**src/hw/rtl/lr3d_pkg.sv**
```systemverilog
// Shared types and constants for the 3D line rasterizer.
`default_nettype none
package lr3d_pkg;

	localparam int CoordW = 6;
	localparam int ErrW = CoordW + 3;
	localparam int QueueDepth = 2;
	localparam int NumAxes = 3;

	typedef logic [CoordW-1:0] coord_t;
	typedef logic signed [ErrW-1:0] err_t;

	typedef enum logic [1:0] {
		AXIS_X,
		AXIS_Y,
		AXIS_Z
	} axis_t;

	// One classified line, handed from the front end to the walker.
	typedef struct packed {
		coord_t [NumAxes-1:0] start;
		coord_t [NumAxes-1:0] stop;
		coord_t [NumAxes-1:0] delta;
		logic [NumAxes-1:0] neg;
		axis_t major;
		coord_t big;
	} job_t;

endpackage
`default_nettype wire

```
**src/hw/rtl/lr3d_front.sv**
```systemverilog
// Front end: masks endpoints, computes deltas and directions, picks the major axis.
`default_nettype none
module lr3d_front #(
	parameter int COORD_BITS = 6
) (
	input wire logic [5:0] start_x,
	input wire logic [5:0] start_y,
	input wire logic [5:0] start_z,
	input wire logic [5:0] end_x,
	input wire logic [5:0] end_y,
	input wire logic [5:0] end_z,
	output lr3d_pkg::job_t job
);

	localparam lr3d_pkg::coord_t CoordMask = lr3d_pkg::CoordW'((1 << COORD_BITS) - 1);

	lr3d_pkg::coord_t [lr3d_pkg::NumAxes-1:0] s;
	lr3d_pkg::coord_t [lr3d_pkg::NumAxes-1:0] e;
	lr3d_pkg::coord_t [lr3d_pkg::NumAxes-1:0] d;
	logic [lr3d_pkg::NumAxes-1:0] neg;
	logic gt01;

	always_comb begin
		s[0] = start_x & CoordMask;
		s[1] = start_y & CoordMask;
		s[2] = start_z & CoordMask;
		e[0] = end_x & CoordMask;
		e[1] = end_y & CoordMask;
		e[2] = end_z & CoordMask;
		for (int a = 0; a < lr3d_pkg::NumAxes; a++) begin
			neg[a] = (e[a] < s[a]);
			d[a] = neg[a] ? (s[a] - e[a]) : (e[a] - s[a]);
		end
	end

	always_comb begin
		gt01 = (d[0] > d[1]);
		job.start = s;
		job.stop = e;
		job.delta = d;
		job.neg = neg;
		// X wins only when strictly above both; Y only when X is not above it.
		priority if (gt01 && (d[0] > d[2])) begin
			job.major = lr3d_pkg::AXIS_X;
			job.big = d[0];
		end else if (!gt01 && (d[1] > d[2])) begin
			job.major = lr3d_pkg::AXIS_Y;
			job.big = d[1];
		end else begin
			job.major = lr3d_pkg::AXIS_Z;
			job.big = d[2];
		end
	end

endmodule
`default_nettype wire

```
**src/hw/rtl/lr3d_queue.sv**
```systemverilog
// Small FIFO of classified lines between the front end and the walker.
`default_nettype none
module lr3d_queue (
	input wire logic clk,
	input wire logic arst_n,
	input wire logic push_valid,
	output logic push_ready,
	input wire lr3d_pkg::job_t push_data,
	output logic pop_valid,
	input wire logic pop_ready,
	output lr3d_pkg::job_t pop_data
);

	localparam int PtrW = (lr3d_pkg::QueueDepth > 1) ? $clog2(lr3d_pkg::QueueDepth) : 1;
	localparam int CntW = $clog2(lr3d_pkg::QueueDepth + 1);

	lr3d_pkg::job_t entries_q [lr3d_pkg::QueueDepth];
	logic [PtrW-1:0] wr_ptr_q;
	logic [PtrW-1:0] rd_ptr_q;
	logic [CntW-1:0] count_q;
	logic push;
	logic pop;

	assign push_ready = (count_q != CntW'(lr3d_pkg::QueueDepth));
	assign pop_valid = (count_q != '0);
	assign push = push_valid && push_ready;
	assign pop = pop_valid && pop_ready;
	assign pop_data = entries_q[rd_ptr_q];

	always_ff @(posedge clk) begin
		if (push) begin
			entries_q[wr_ptr_q] <= push_data;
		end
	end

	always_ff @(posedge clk or negedge arst_n) begin
		if (!arst_n) begin
			wr_ptr_q <= '0;
			rd_ptr_q <= '0;
			count_q <= '0;
		end else begin
			if (push) begin
				wr_ptr_q <= (wr_ptr_q == PtrW'(lr3d_pkg::QueueDepth - 1)) ? '0 : wr_ptr_q + 1'b1;
			end
			if (pop) begin
				rd_ptr_q <= (rd_ptr_q == PtrW'(lr3d_pkg::QueueDepth - 1)) ? '0 : rd_ptr_q + 1'b1;
			end
			if (push && !pop) begin
				count_q <= count_q + 1'b1;
			end else if (pop && !push) begin
				count_q <= count_q - 1'b1;
			end
		end
	end

endmodule
`default_nettype wire

```
**src/hw/rtl/lr3d_back.sv**
```systemverilog
// Walker: steps one voxel per cycle while the output is not stalled, with integer error terms into an output register.
`default_nettype none
module lr3d_back (
	input wire logic clk,
	input wire logic arst_n,
	input wire logic job_valid,
	output logic job_ready,
	input wire lr3d_pkg::job_t job,
	output logic out_valid,
	input wire logic out_ready,
	output logic [5:0] out_x,
	output logic [5:0] out_y,
	output logic [5:0] out_z,
	output logic is_last
);

	lr3d_pkg::job_t job_q;
	logic busy_q;
	lr3d_pkg::coord_t remain_q;
	lr3d_pkg::coord_t [lr3d_pkg::NumAxes-1:0] cur_q;
	lr3d_pkg::err_t [lr3d_pkg::NumAxes-1:0] err_q;
	lr3d_pkg::coord_t [lr3d_pkg::NumAxes-1:0] cur_nxt;
	lr3d_pkg::err_t [lr3d_pkg::NumAxes-1:0] err_nxt;
	logic out_valid_q;
	lr3d_pkg::coord_t out_x_q;
	lr3d_pkg::coord_t out_y_q;
	lr3d_pkg::coord_t out_z_q;
	logic is_last_q;
	logic emit;
	logic final_pt;
	logic pop;

	assign final_pt = (remain_q == '0);
	assign emit = busy_q && (!out_valid_q || out_ready);
	assign pop = job_valid && (!busy_q || (emit && final_pt));
	assign job_ready = !busy_q || (emit && final_pt);

	for (genvar a = 0; a < lr3d_pkg::NumAxes; a++) begin : g_axis
		localparam lr3d_pkg::axis_t Ax = lr3d_pkg::axis_t'(a);
		lr3d_pkg::err_t err_sum;
		logic is_major;
		logic ge;
		logic step;

		always_comb begin
			is_major = (job_q.major == Ax);
			err_sum = err_q[a] + $signed({2'b00, job_q.delta[a], 1'b0});
			ge = (err_sum >= $signed({3'b000, job_q.big}));
			step = is_major || ge;
			cur_nxt[a] = step ? (job_q.neg[a] ? cur_q[a] - 1'b1 : cur_q[a] + 1'b1) : cur_q[a];
			err_nxt[a] = (!is_major && ge) ? err_sum - $signed({2'b00, job_q.big, 1'b0}) : err_sum;
		end
	end

	always_ff @(posedge clk) begin
		if (pop) begin
			job_q <= job;
			cur_q <= job.start;
			err_q <= '0;
			remain_q <= job.big;
		end else if (emit && !final_pt) begin
			cur_q <= cur_nxt;
			err_q <= err_nxt;
			remain_q <= remain_q - 1'b1;
		end
		if (emit) begin
			out_x_q <= final_pt ? job_q.stop[0] : cur_q[0];
			out_y_q <= final_pt ? job_q.stop[1] : cur_q[1];
			out_z_q <= final_pt ? job_q.stop[2] : cur_q[2];
			is_last_q <= final_pt;
		end
	end

	always_ff @(posedge clk or negedge arst_n) begin
		if (!arst_n) begin
			busy_q <= 1'b0;
			out_valid_q <= 1'b0;
		end else begin
			if (pop) begin
				busy_q <= 1'b1;
			end else if (emit && final_pt) begin
				busy_q <= 1'b0;
			end
			if (emit) begin
				out_valid_q <= 1'b1;
			end else if (out_ready) begin
				out_valid_q <= 1'b0;
			end
		end
	end

	assign out_valid = out_valid_q;
	assign out_x = out_x_q;
	assign out_y = out_y_q;
	assign out_z = out_z_q;
	assign is_last = is_last_q;

endmodule
`default_nettype wire

```
**src/hw/rtl/line_rasterizer_3d_core.sv**
```systemverilog
// Top level of the 3D line rasterizer: front end, line queue and voxel walker.
//
//   Channel   Handshake             Payload
//   input     in_valid / in_ready   start_x start_y start_z end_x end_y end_z
//   output    out_valid / out_ready out_x out_y out_z is_last
//
// A line with major delta D produces D + 1 voxels (1 to 64), one per cycle while
// the output is not stalled; the walker's single stepping loop produces them.
// An idle walker first loads a line from the queue before it steps it.
// Reset clears the queue pointers and count, the busy flag and the output valid; nothing else.
// A stall on the output freezes the walker while the queue still takes requests until it is full.
`default_nettype none
module line_rasterizer_3d_core #(
	parameter int COORD_BITS = 6
) (
	input wire logic clk,
	input wire logic arst_n,
	input wire logic in_valid,
	output logic in_ready,
	input wire logic [5:0] start_x,
	input wire logic [5:0] start_y,
	input wire logic [5:0] start_z,
	input wire logic [5:0] end_x,
	input wire logic [5:0] end_y,
	input wire logic [5:0] end_z,
	output logic out_valid,
	input wire logic out_ready,
	output logic [5:0] out_x,
	output logic [5:0] out_y,
	output logic [5:0] out_z,
	output logic is_last
);

	// Classified request as it enters the queue, and as it leaves it.
	lr3d_pkg::job_t front_job;
	lr3d_pkg::job_t queue_job;
	logic queue_valid;
	logic walker_ready;

	// The front end is pure logic; a request is accepted when the queue has room.
	lr3d_front #(
		.COORD_BITS(COORD_BITS)
	) u_front (
		.start_x(start_x),
		.start_y(start_y),
		.start_z(start_z),
		.end_x(end_x),
		.end_y(end_y),
		.end_z(end_z),
		.job(front_job)
	);

	// The queue lets new requests land while the walker is still stepping.
	lr3d_queue u_queue (
		.clk(clk),
		.arst_n(arst_n),
		.push_valid(in_valid),
		.push_ready(in_ready),
		.push_data(front_job),
		.pop_valid(queue_valid),
		.pop_ready(walker_ready),
		.pop_data(queue_job)
	);

	// The walker takes the next line in the same cycle as it emits the end point.
	lr3d_back u_back (
		.clk(clk),
		.arst_n(arst_n),
		.job_valid(queue_valid),
		.job_ready(walker_ready),
		.job(queue_job),
		.out_valid(out_valid),
		.out_ready(out_ready),
		.out_x(out_x),
		.out_y(out_y),
		.out_z(out_z),
		.is_last(is_last)
	);

endmodule
`default_nettype wire
```
**config.mk**
```make
export PLATFORM = sky130hd
export DESIGN_NAME = line_rasterizer_3d_core
export DESIGN_NICKNAME = d
export VERILOG_FILES = /design/src/hw/rtl/lr3d_pkg.sv /design/src/hw/rtl/lr3d_front.sv /design/src/hw/rtl/lr3d_queue.sv /design/src/hw/rtl/lr3d_back.sv /design/src/hw/rtl/line_rasterizer_3d_core.sv
export SDC_FILE = /design/constraint.sdc
export NUM_CORES = 1
export LEC_CHECK = 0
export BUFFER_PORTS_ARGS = -buffer_cell sky130_fd_sc_hd__buf_4
export CAP_MARGIN = 20
export CORE_ASPECT_RATIO = 0.6
export CORE_MARGIN = 2
export CORE_UTILIZATION = 25
export CTS_BUF_LIST = sky130_fd_sc_hd__clkbuf_16
export DETAILED_ROUTE_END_ITERATION = 16
export GPL_ROUTABILITY_DRIVEN = 0
export HOLD_SLACK_MARGIN = 0.02
export PLACE_DENSITY = 0.44
export SLEW_MARGIN = 20
export SYNTH_ARGS = -nofsm -noshare
export SYNTH_HDL_FRONTEND = slang
export SYNTH_SLANG_ARGS = --single-unit
```
**constraint.sdc**
```tcl
create_clock -name clk -period 5.5 [get_ports clk]
set_clock_uncertainty 0.15 [all_clocks]
set_input_delay 1.1 -clock clk [delete_from_list [all_inputs] [get_ports clk]]
set_output_delay 1.1 -clock clk [all_outputs]
set_load 0.02 [all_outputs]
```
==> results of run 1 <==
## area by class of cell
type	count	area, sq um	area share
repair buffers	119	893.4	0.05420
flip-flops and latches	250	7241	0.4393
well taps	748	935.9	0.05678
multi-input cells	791	6232	0.3781
clock inverters	20	215.2	0.01306
inverters	97	364.1	0.02209
clock buffers	24	600.6	0.03644
## per-layer routing
metal,vias up,track usage,share of wire
li1,4544,-,-
met2,195,0.1536,0.36
met1,4524,0.2106,0.58
met5,-,0,0
met4,0,0.01557,0.011
met3,29,0.01994,0.043
## state kept, by name, summed over array words and instances (netlist names)
signal	cells
u_queue.entries_q	130
u_back.job_q	47
u_back.err_q	24
u_back.cur_q	18
u_back.out_x	6
u_back.out_y	6
u_back.out_z	6
u_back.remain_q	6
u_queue.count_q	2
u_back.busy_q	1
u_back.is_last	1
u_back.out_valid	1
u_queue.rd_ptr_q	1
u_queue.wr_ptr_q	1
## stage by stage
stage	cells	instance area, sq um	hold WS [ns]	setup TNS [ns]
2_1_floorplan	1168	13930	0.2815	0
3_3_place_gp	2005	15670	0.2951	-0.03397
3_5_place_dp	2005	15670	0.3032	-0.1413
4_1_cts	2049	16480	0.1672	0
5_1_grt	2049	16480	0.1696	0
6_report	2049	16480	0.1962	0
## cells by family (layout without fill, tap and decap cells)
kind of cell	count (synthesis)	after routing
compound gates	264	264
xor+xnor	48	48
mux	84	84
fa+ha+maj	131	131
flops	250	250
buf+inv	127	260
simple gates	264	264
## placed cells by master, fill, tap and decap left out, types with 11 or more instances in the layout
cell type  instances
edfxtp_1         220
buf_4            119
ha_1             116
inv_1             98
nand2_1           85
o21ai_0           60
a21oi_1           58
nor2_1            51
mux2_2            48
mux2i_1           36
xnor2_1           31
nand3_1           31
a21o_1            26
nor2b_1           26
clkbuf_16         24
dfxtp_1           24
o21a_1            22
a211oi_1          17
xor2_1            17
fa_1              15
nor3_1            13
o21ai_1           11
## worst max-delay path: stages
cell,delay [ns]
buf_4,0.11
inv_1,0.05
ha_1,0.17
inv_1,0.07
fa_1,0.43
a211oi_1,0.29
o21ai_0,0.17
a21oi_1,0.21
buf_4,0.15
o31ai_1,0.06
a21boi_0,0.31
o31a_1,0.19
o21ai_0,0.08
buf_4,0.16
ha_1,0.20
a211oi_1,0.25
a21oi_1,0.12
nand3_1,0.13
buf_4,0.16
a31o_2,0.16
o221ai_1,0.15
or4_1,0.44
## power by group through the flow
stage | clock network [uW] | registers [uW] | logic [uW]
2_1_floorplan | 0 | 2890 | 2460
3_3_place_gp | 0 | 2940 | 3350
3_5_place_dp | 0 | 2960 | 3380
4_1_cts | 1830 | 2920 | 3400
5_1_grt | 1910 | 2960 | 3790
6_report | 1770 | 2910 | 3390
## worst paths after layout
| path | start | end |
|---|---|---|
| worst max-delay path | end_z[0] | u_queue.entries_q[0][5]$_DFFE_PP_ |
| worst min-delay path | arst_n | u_back.out_valid$_DFFE_PN0P_ |
| worst max register to register | u_back.job_q[17]$_DFFE_PP_ | u_back.cur_q[10]$_DFFE_PP_ |
| worst min register to register | u_back.err_q[22]$_SDFFE_PP0P_ | u_back.err_q[22]$_SDFFE_PP0P_ |
| max in group asynchronous | arst_n | u_queue.rd_ptr_q$_DFFE_PN0P_ |
| min in group clk | u_back.err_q[22]$_SDFFE_PP0P_ | u_back.err_q[22]$_SDFFE_PP0P_ |
==> results.py, run 1 <==
metrics = {
    "sta": {
        "fmax_ghz": 0.1984,
        "final_max_slew_viol_count": 0,
        "worst_slew_pin_slew_ns": 1.094,
        "setup-violations-final": 0,
        "slew_headroom": 0.2675,
        "finalHoldViolations": 0,
        "finalCritPeriodShare": 0.9165,
        "setup_ws_ns": 0.4594,
        "grt_setup_unrepaired": "false",
        "fin_crit_ns": 5.041,
    },
    "final_layout": {
        "final_nets": 1454,
        "diodes": 0,
        "syn_to_final_growth_pct": 18.33,
        "drive_above_1_share": 0.1737,
        "post-route-util": 0.3020,
        "fillers": 5570,
    },
    "synth": {
        "synth_mux_area_frac": 0.06468,
        "synth-simple-area-share": 0.09702,
        "synth_top_area_frac": 0.4743,
        "yosys.area.top_type": "edfxtp_1",
        "synth_cell_type_count": 68,
        "synth.most_common_cell": "edfxtp_1",
        "syn-instance-count": 1168,
        "netlist_top_cells_count": "220 x edfxtp_1, 116 x ha_1, 96 x inv_1",
        "synthAdderAreaFrac": 0.1258,
        "synth_top_family_by_area": "compound AO/OA/AOI/OAI gates",
        "avgSynthCellArea_sq_um": 11.92,
        "ys_seq_elements": 250,
        "synth.cell_area_sq_um": 13930,
        "synth_edf_count": 220,
        "synthesis.nets": 1339,
        "synth_area_leaders": "edfxtp_1 47%, ha_1 10%, mux2_2 3.9%",
        "synthArstFlopShare": 0.02400,
        "ys_seq_area_frac": 0.5196,
        "synth_compound_area_frac": 0.1281,
        "synthFlopType": "edfxtp_1",
        "ys_warn_count": 0,
        "synth_xor_area_frac": 0.03018,
    },
    "power": {
        "powerDensity_nw_per_um2": 490.0,
        "pwr-share-comb": 0.420,
        "finalPower_uw": 8075,
        "switching_share": 0.3628,
        "p_int_uw": 5146,
        "peakVddDrop_uv": 211.0,
        "pwr-share-clk": 0.219,
        "p_seq_frac": 0.360,
        "p_switching_uw": 2930,
        "leakage_uw": 0.006533,
    },
    "cts": {
        "cts_sinks": 250,
        "post_cts_buffers": 0,
        "cts_tree": "done",
        "cts_root_buf": "clkbuf_16",
        "insertion_delay_ns": 0.55,
        "clk_pin_slew_ns": 0.07,
        "cts_buffers": 24,
        "postCtsHoldBufs": 0,
        "post_cts_resized": 0,
        "cts_buffer_depth": 3,
        "h-tree-depth": 1,
    },
    "floorplan": {
        "io_pins": 61,
        "core_area_sq_um": 54580,
        "die_h_um": 186.8,
        "rows": 66,
        "start_util": 0.2552,
        "die_w_um": 308.7,
        "dieArea_sq_um": 57680,
    },
    "placement": {
        "portBuffers": 60,
        "dp_hpwl_mm": 26.34,
        "pre_cts_slack_ns": -0.07064,
    },
    "routing": {
        "drtIter0Drc": 697,
        "wirelength_mm": 35.41,
        "post_drt_via_cell_ratio": 4.535,
        "dr.pass1.iters": 5,
        "wire_per_inst_um": 17.28,
        "drc": 0,
        "num_vias": 9292,
        "ant_nets": 0,
    },
    "setup_path": {
        "reg2reg_slack_ns": 1.60,
        "required_ns": 5.63,
        "arrival_ns": 5.17,
        "crit_path_start_kind": "input port",
        "crit_type": "input port to flop",
        "end_kind": "flop",
        "r2r_cells": 10,
        "cp_max_fo": 3,
    },
    "global_routing": {
        "antenna_found_initial": 1,
        "grt_max_degree": 38,
        "grt_usage": 0.1217,
        "grt_pass1_vias": 9083,
        "grt_pass1_wl_mm": 54.63,
        "grt_overflow": 0,
    },
    "job": {
        "cap_viol_max_count": 0,
    },
    "run_status": {
        "status": "complete, no violations",
    },
    "worst_hold_path": {
        "min_path_type": "input port to asynchronous set/reset pin",
    },
}
Note: power is estimated with default switching activity, not from simulation.
==> inputs of run 2 (changes only) <==
--- a/config.mk
+++ b/config.mk
@@ -13,6 +13,7 @@
 export CTS_BUF_LIST = sky130_fd_sc_hd__clkbuf_16
 export DETAILED_ROUTE_END_ITERATION = 16
 export GPL_ROUTABILITY_DRIVEN = 0
+export GPL_TIMING_DRIVEN = 0
 export HOLD_SLACK_MARGIN = 0.02
 export PLACE_DENSITY = 0.44
 export SLEW_MARGIN = 20
==> run 2 against run 1 <==
  * Clock power grew 11%
  * Largest cell class unchanged
  * Global-route usage grew 0.91 points
  * Non-clock buffer count shrank 14
  * Largest power group unchanged
  * Sequential share of layout area fell by 0.27 points
==> results.py, run 2 (synthesis results as in run 1) <==
metrics = {
    "global_routing": {
        "grt_pass1_vias": 9223,
        "grt_max_degree": 44,
        "busiest_layer": "met1",
        "grt_pass1_wl_mm": 57.26,
        "antenna_found_initial": 2,
        "grt_use_met2": 0.1672,
        "globalRouteMet1Util": 0.2269,
        "gr-usage-met3": 0.01949,
        "grt_usage": 0.1308,
        "grt_overflow": 0,
    },
    "final_layout": {
        "fin_cells": 2036,
        "layout_common_cells": "220 x edfxtp_1, 116 x ha_1, 96 x inv_1, 85 x nand2_1, 69 x buf_4",
        "multi_input_area_sq_um": 6332,
        "register_area_sq_um": 7237,
        "largest_reg_flops": 130,
        "drive_above_1_share": 0.1607,
        "diodes": 0,
        "syn_to_final_growth_pct": 19.00,
        "fillers": 5527,
        "largest-register": "u_queue.entries_q",
        "reg_top3": "u_queue.entries_q x130, u_back.job_q x47, u_back.err_q x24",
        "final_common_cell": "edfxtp_1",
        "stdcell_area_sq_um": 16570,
        "final_nets": 1441,
    },
    "setup_path": {
        "arrival_ns": 5.41,
        "end_kind": "flop",
        "worstSetupStartpoint": "end_y[0]",
        "worstReg2RegStart": "u_back.job_q[23]$_DFFE_PP_",
        "required_ns": 5.61,
        "crit_type": "input port to flop",
        "cp_max_fo": 9,
        "crit_path_start_kind": "input port",
    },
    "power": {
        "pwr-share-clk": 0.236,
        "p_switching_uw": 3000,
        "finalPower_uw": 8345,
        "peakVddDrop_uv": 230.4,
        "p_seq_frac": 0.342,
        "powerDensity_nw_per_um2": 503.5,
        "pwr-share-comb": 0.421,
        "leakage_uw": 0.006471,
        "switching_share": 0.3595,
        "p_int_uw": 5345,
    },
    "floorplan": {
        "start_util": 0.2552,
        "io_pins": 61,
        "die_h_um": 186.8,
        "die_w_um": 308.7,
        "dieArea_sq_um": 57680,
        "core_area_sq_um": 54580,
        "rows": 66,
    },
    "sta": {
        "fin_crit_ns": 5.293,
        "finalCritPeriodShare": 0.9624,
        "fmax_ghz": 0.1889,
        "finalHoldViolations": 0,
        "worst_slew_pin_slew_ns": 1.105,
        "slew_headroom": 0.2634,
        "setup-violations-final": 0,
        "final_max_slew_viol_count": 0,
    },
    "cts": {
        "insertion_delay_ns": 0.55,
        "cts_sinks": 250,
        "cts_tree": "done",
        "cts_root_buf": "clkbuf_16",
        "cts_buffers": 25,
        "postCtsHoldBufs": 0,
        "h-tree-depth": 1,
        "clk_pin_slew_ns": 0.07,
        "cts_buffer_depth": 3,
    },
    "placement": {
        "dp.cells": 1982,
        "dp_hpwl_mm": 28.65,
        "place_area_sq_um": 15460,
        "portBuffers": 60,
    },
    "routing": {
        "dr.pass1.iters": 5,
        "wirelength_mm": 37.85,
        "drc": 0,
        "ant_nets": 0,
        "wire_per_inst_um": 18.59,
        "drtIter0Drc": 766,
        "num_vias": 9504,
        "post_drt_via_cell_ratio": 4.668,
    },
    "run_status": {
        "status": "complete, no violations",
    },
    "job": {
        "cap_viol_max_count": 0,
    },
    "worst_hold_path": {
        "min_path_type": "input port to asynchronous set/reset pin",
    },
}
-- run 2: cell count changes in the layout (fill, tap and decap cells not counted), sizes merged --
cell / before / now
clkbuf: 24 / 46
clkinv: 10 / 8
buf: 119 / 84
bufinv: 4 / 8
inv: 101 / 99
-- run 2: routing by layer --
metal / vias to the layer above / part of all wire / routed length [um]
li1: 4538 / - / -
met1: 4700 / 0.57 / 21760
met2: 234 / 0.37 / 13870
met3: 32 / 0.049 / 1843
met4: 0 / 0.0099 / 376
met5: - / 0 / 0
-- run 2: area by class of cell --
cell class | instances | area share
clock buffers | 25 | 0.03774
plain buffers | 30 | 0.007549
flip-flops and latches | 250 | 0.4366
inverters | 97 | 0.02197
repair buffers | 75 | 0.03888
well taps | 748 | 0.05647
clock inverters | 20 | 0.01872
multi-input cells | 791 | 0.3820
-- run 2: path summary, 6_finish.rpt --
kind | end | slack, ns | cells past startpoint
max reg2reg | u_back.cur_q[12]$_DFFE_PP_ | 1.76 | 10
min in group clk | u_back.err_q[15]$_SDFFE_PP0P_ | 0.32 | 2
max in group asynchronous | u_queue.wr_ptr_q$_DFFE_PN0P_ | 4.89 | 1
min | u_queue.count_q[1]$_DFFE_PN0P_ | 0.20 | 1
max | u_queue.entries_q[0][5]$_DFFE_PP_ | 0.21 | 22
min reg2reg | u_back.err_q[15]$_SDFFE_PP0P_ | 0.32 | 2
-- run 2: metrics by stage --
step,TNS (ns),hold slack [ns],util,worst slack (ns)
floorplan,0,0.2815,-,0.2407
global placement,-144.98,0.2982,0.2806,-1.546
detailed placement,-11.61,0.3049,0.2833,-1.225
CTS,0,0.1720,0.3015,0.00005373
global route,-0.1125,0.1735,0.3036,-0.05627
finish,0,0.1973,0.3036,0.2067
-- run 2: what timing repair did --
action | in CTS | in global routing
gates resized for setup | 9 | 14
pin swaps | 1 | 3
buffers inserted | 1 | 8
setup endpoints to repair | 10 | 8
hold endpoints to repair | 0 | 0
-- run 2: critical path: stages --
cell	delay, ns
buf_4	0.14
inv_1	0.06
ha_1	0.13
inv_1	0.07
fa_2	0.39
a211oi_4	0.31
o31a_1	0.18
clkbuf_4	0.21
mux2i_2	0.27
nand2_1	0.16
xor2_4	0.20
inv_1	0.10
ha_1	0.30
a21o_1	0.16
a21oi_1	0.14
nand3b_1	0.15
a21o_1	0.18
buf_2	0.18
nand2_1	0.16
inv_2	0.10
o211a_1	0.13
or4_1	0.57
-- run 2: power groups by stage --
stage | Sequential [uW] | Clock, uW | Combinational [uW]
2_1_floorplan | 2890 | 0 | 2460
3_3_place_gp | 2930 | 0 | 3340
3_5_place_dp | 2900 | 0 | 3440
4_1_cts | 2860 | 2030 | 3490
5_1_grt | 2900 | 2100 | 3940
6_report | 2860 | 1970 | 3520
==> inputs of run 3 (changes only) <==
--- a/config.mk
+++ b/config.mk
@@ -5,7 +5,7 @@
 export SDC_FILE = /design/constraint.sdc
 export NUM_CORES = 1
 export LEC_CHECK = 0
-export BUFFER_PORTS_ARGS = -buffer_cell sky130_fd_sc_hd__buf_4
+export BUFFER_PORTS_ARGS = -buffer_cell sky130_fd_sc_hd__buf_2
 export CAP_MARGIN = 20
 export CORE_ASPECT_RATIO = 0.6
 export CORE_MARGIN = 2
==> run 3 against run 2 <==
  * Sequential share of layout area rose by 0.70 points
  * Clock power shrank 16%
  * Cell count unchanged
  * Worst hold slack gained 0.031 ns
  * First-iteration DRC count fell by 8.5%
  * Sequential power hardly changed
  * Via count fell by 1.7%
  * Register-to-register slack worse by 0.14 ns
  * Routed wire length fell by 0.97%
==> results.py, run 3 (synthesis results as in run 1) <==
metrics = {
    "cts": {
        "h-tree-depth": 1,
        "cts_buffers": 24,
        "clk_pin_slew_ns": 0.06,
        "insertion_delay_ns": 0.54,
        "cts_tree": "done",
        "cts_sinks": 250,
        "postCtsHoldBufs": 0,
        "cts_buffer_depth": 3,
        "cts_root_buf": "clkbuf_16",
    },
    "setup_path": {
        "end_kind": "flop",
        "cp_max_fo": 9,
        "arrival_ns": 5.38,
        "required_ns": 5.60,
        "worstSetupStartpoint": "end_z[0]",
        "crit_path_start_kind": "input port",
        "worstReg2RegStart": "u_back.remain_q[0]$_DFFE_PP_",
        "crit_type": "input port to flop",
    },
    "routing": {
        "drtIter0Drc": 701,
        "wirelength_mm": 37.48,
        "post_drt_via_cell_ratio": 4.588,
        "drc": 0,
        "ant_nets": 0,
        "num_vias": 9341,
        "wire_per_inst_um": 18.41,
        "dr.pass1.iters": 5,
    },
    "global_routing": {
        "grt_pass1_wl_mm": 57.25,
        "grt_pass1_vias": 9022,
        "grt_overflow": 0,
        "grt_max_degree": 44,
        "grt_usage": 0.1303,
        "antenna_found_initial": 4,
    },
    "final_layout": {
        "register_area_sq_um": 7237,
        "layout_common_cells": "220 x edfxtp_1, 116 x ha_1, 98 x inv_1, 84 x nand2_1, 64 x buf_2",
        "final_nets": 1441,
        "largest_reg_flops": 130,
        "post-route-util": 0.2988,
        "drive_above_1_share": 0.1577,
        "syn_to_final_growth_pct": 17.11,
        "final_common_cell": "edfxtp_1",
        "fillers": 5595,
        "reg_top3": "u_queue.entries_q x130, u_back.job_q x47, u_back.err_q x24",
        "largest-register": "u_queue.entries_q",
        "multi_input_area_sq_um": 6361,
    },
    "sta": {
        "worst_slew_pin_slew_ns": 1.049,
        "final_max_slew_viol_count": 0,
        "finalCritPeriodShare": 0.9609,
        "holdWs_ns": 0.2285,
        "grt_setup_unrepaired": "false",
        "fmax_ghz": 0.1892,
        "setup-violations-final": 0,
        "fin_crit_ns": 5.285,
        "slew_headroom": 0.2971,
        "finalHoldViolations": 0,
    },
    "worst_hold_path": {
        "min_path_type": "input port to asynchronous set/reset pin",
    },
    "floorplan": {
        "start_util": 0.2552,
        "die_w_um": 308.7,
        "die_h_um": 186.8,
        "dieArea_sq_um": 57680,
        "core_area_sq_um": 54580,
        "io_pins": 61,
        "rows": 66,
    },
    "power": {
        "peakVddDrop_uv": 226.4,
        "powerDensity_nw_per_um2": 491.4,
        "leakage_uw": 0.006368,
    },
    "placement": {
        "portBuffers": 60,
        "dp_hpwl_mm": 28.68,
    },
    "run_status": {
        "status": "complete, no violations",
    },
    "job": {
        "cap_viol_max_count": 0,
    },
}
-- run 3: cell types whose count changed in the layout (fill, tap and decap cells not counted), moves of 2 or more --
| cell | previous run | this run |
|---|---|---|
| buf_4 | 69 | 8 |
| buf_2 | 4 | 64 |
| bufinv_16 | 8 | 2 |
| clkinv_1 | 5 | 7 |
| clkinv_2 | 2 | 4 |
| inv_1 | 96 | 98 |
-- run 3: report_power, final --
group          switching [uW]  leakage [uW]  total, uW  internal [uW]
Clock                     736      0.000387       1650            919
Sequential                175       0.00231       2850           2670
Combinational            2050       0.00367       3510           1460
-- run 3: worst paths after layout --
check | to | slack (ns) | cells after the start
setup reg to reg | u_back.cur_q[10]$_DFFE_PP_ | 1.62 | 8
max in group asynchronous | u_queue.count_q[1]$_DFFE_PN0P_ | 4.82 | 1
setup / recovery | u_queue.entries_q[1][5]$_DFFE_PP_ | 0.21 | 19
min in group clk | u_back.err_q[22]$_SDFFE_PP0P_ | 0.31 | 2
hold reg to reg | u_back.err_q[22]$_SDFFE_PP0P_ | 0.31 | 2
hold / removal | u_queue.rd_ptr_q$_DFFE_PN0P_ | 0.23 | 1
-- run 3: metrics by stage --
step                      cell area [sq um]  setup slack [ns]  power, uW  setup TNS (ns)  instances
after global routing                  16310          0.004103       8615               0       2035
after global placement                15160            -1.450       6246         -141.46       1976
after detailed placement              15320            -1.179       6322          -10.92       1982
final                                 16310            0.2149       8015               0       2036
after CTS                             16140           0.01771       8022               0       2025
after floorplan                       13930            0.2407       5344               0       1168
-- run 3: final cells by class --
class                           instances  share of cell area
Inverter                               97             0.02232
Sequential cell                       250              0.4437
Antenna cell                            1           0.0001534
Multi-Input combinational cell        791              0.3900
Buffer                                 30            0.007670
Tap cell                              748             0.05738
Clock inverter                         18            0.008514
Timing Repair Buffer                   76             0.03199
Clock buffer                           25             0.03835
-- run 3: per-layer routing --
layer	routed length (um)	up-vias	part of all wire	GRT usage
met5	14	-	0.00037	0
met4	395	2	0.011	0.01557
met3	1766	33	0.047	0.02187
met2	13260	179	0.35	0.1612
met1	22040	4602	0.59	0.2281
li1	-	4525	-	-
-- run 3: critical path, stage by stage --
cell and delay [ns]:
buf_2 0.14, inv_1 0.06, ha_1 0.13, inv_1 0.06
fa_2 0.38, a211oi_2 0.22, o21ai_0 0.17, nand2_1 0.23
mux2i_1 0.24, xor2_1 0.57, ha_1 0.38, o21ai_0 0.19
a21oi_1 0.06, o41ai_1 0.26, a21o_1 0.12, buf_2 0.22
nand2b_1 0.14, o221ai_1 0.20, or4_1 0.51
-- run 3: what timing repair did --
| item | 4_1_cts | 5_1_grt |
|---|---|---|
| setup buffers | 0 | 9 |
| setup endpoints to repair | 10 | 4 |
| gates resized for setup | 10 | 17 |
| pin swaps | 0 | 3 |
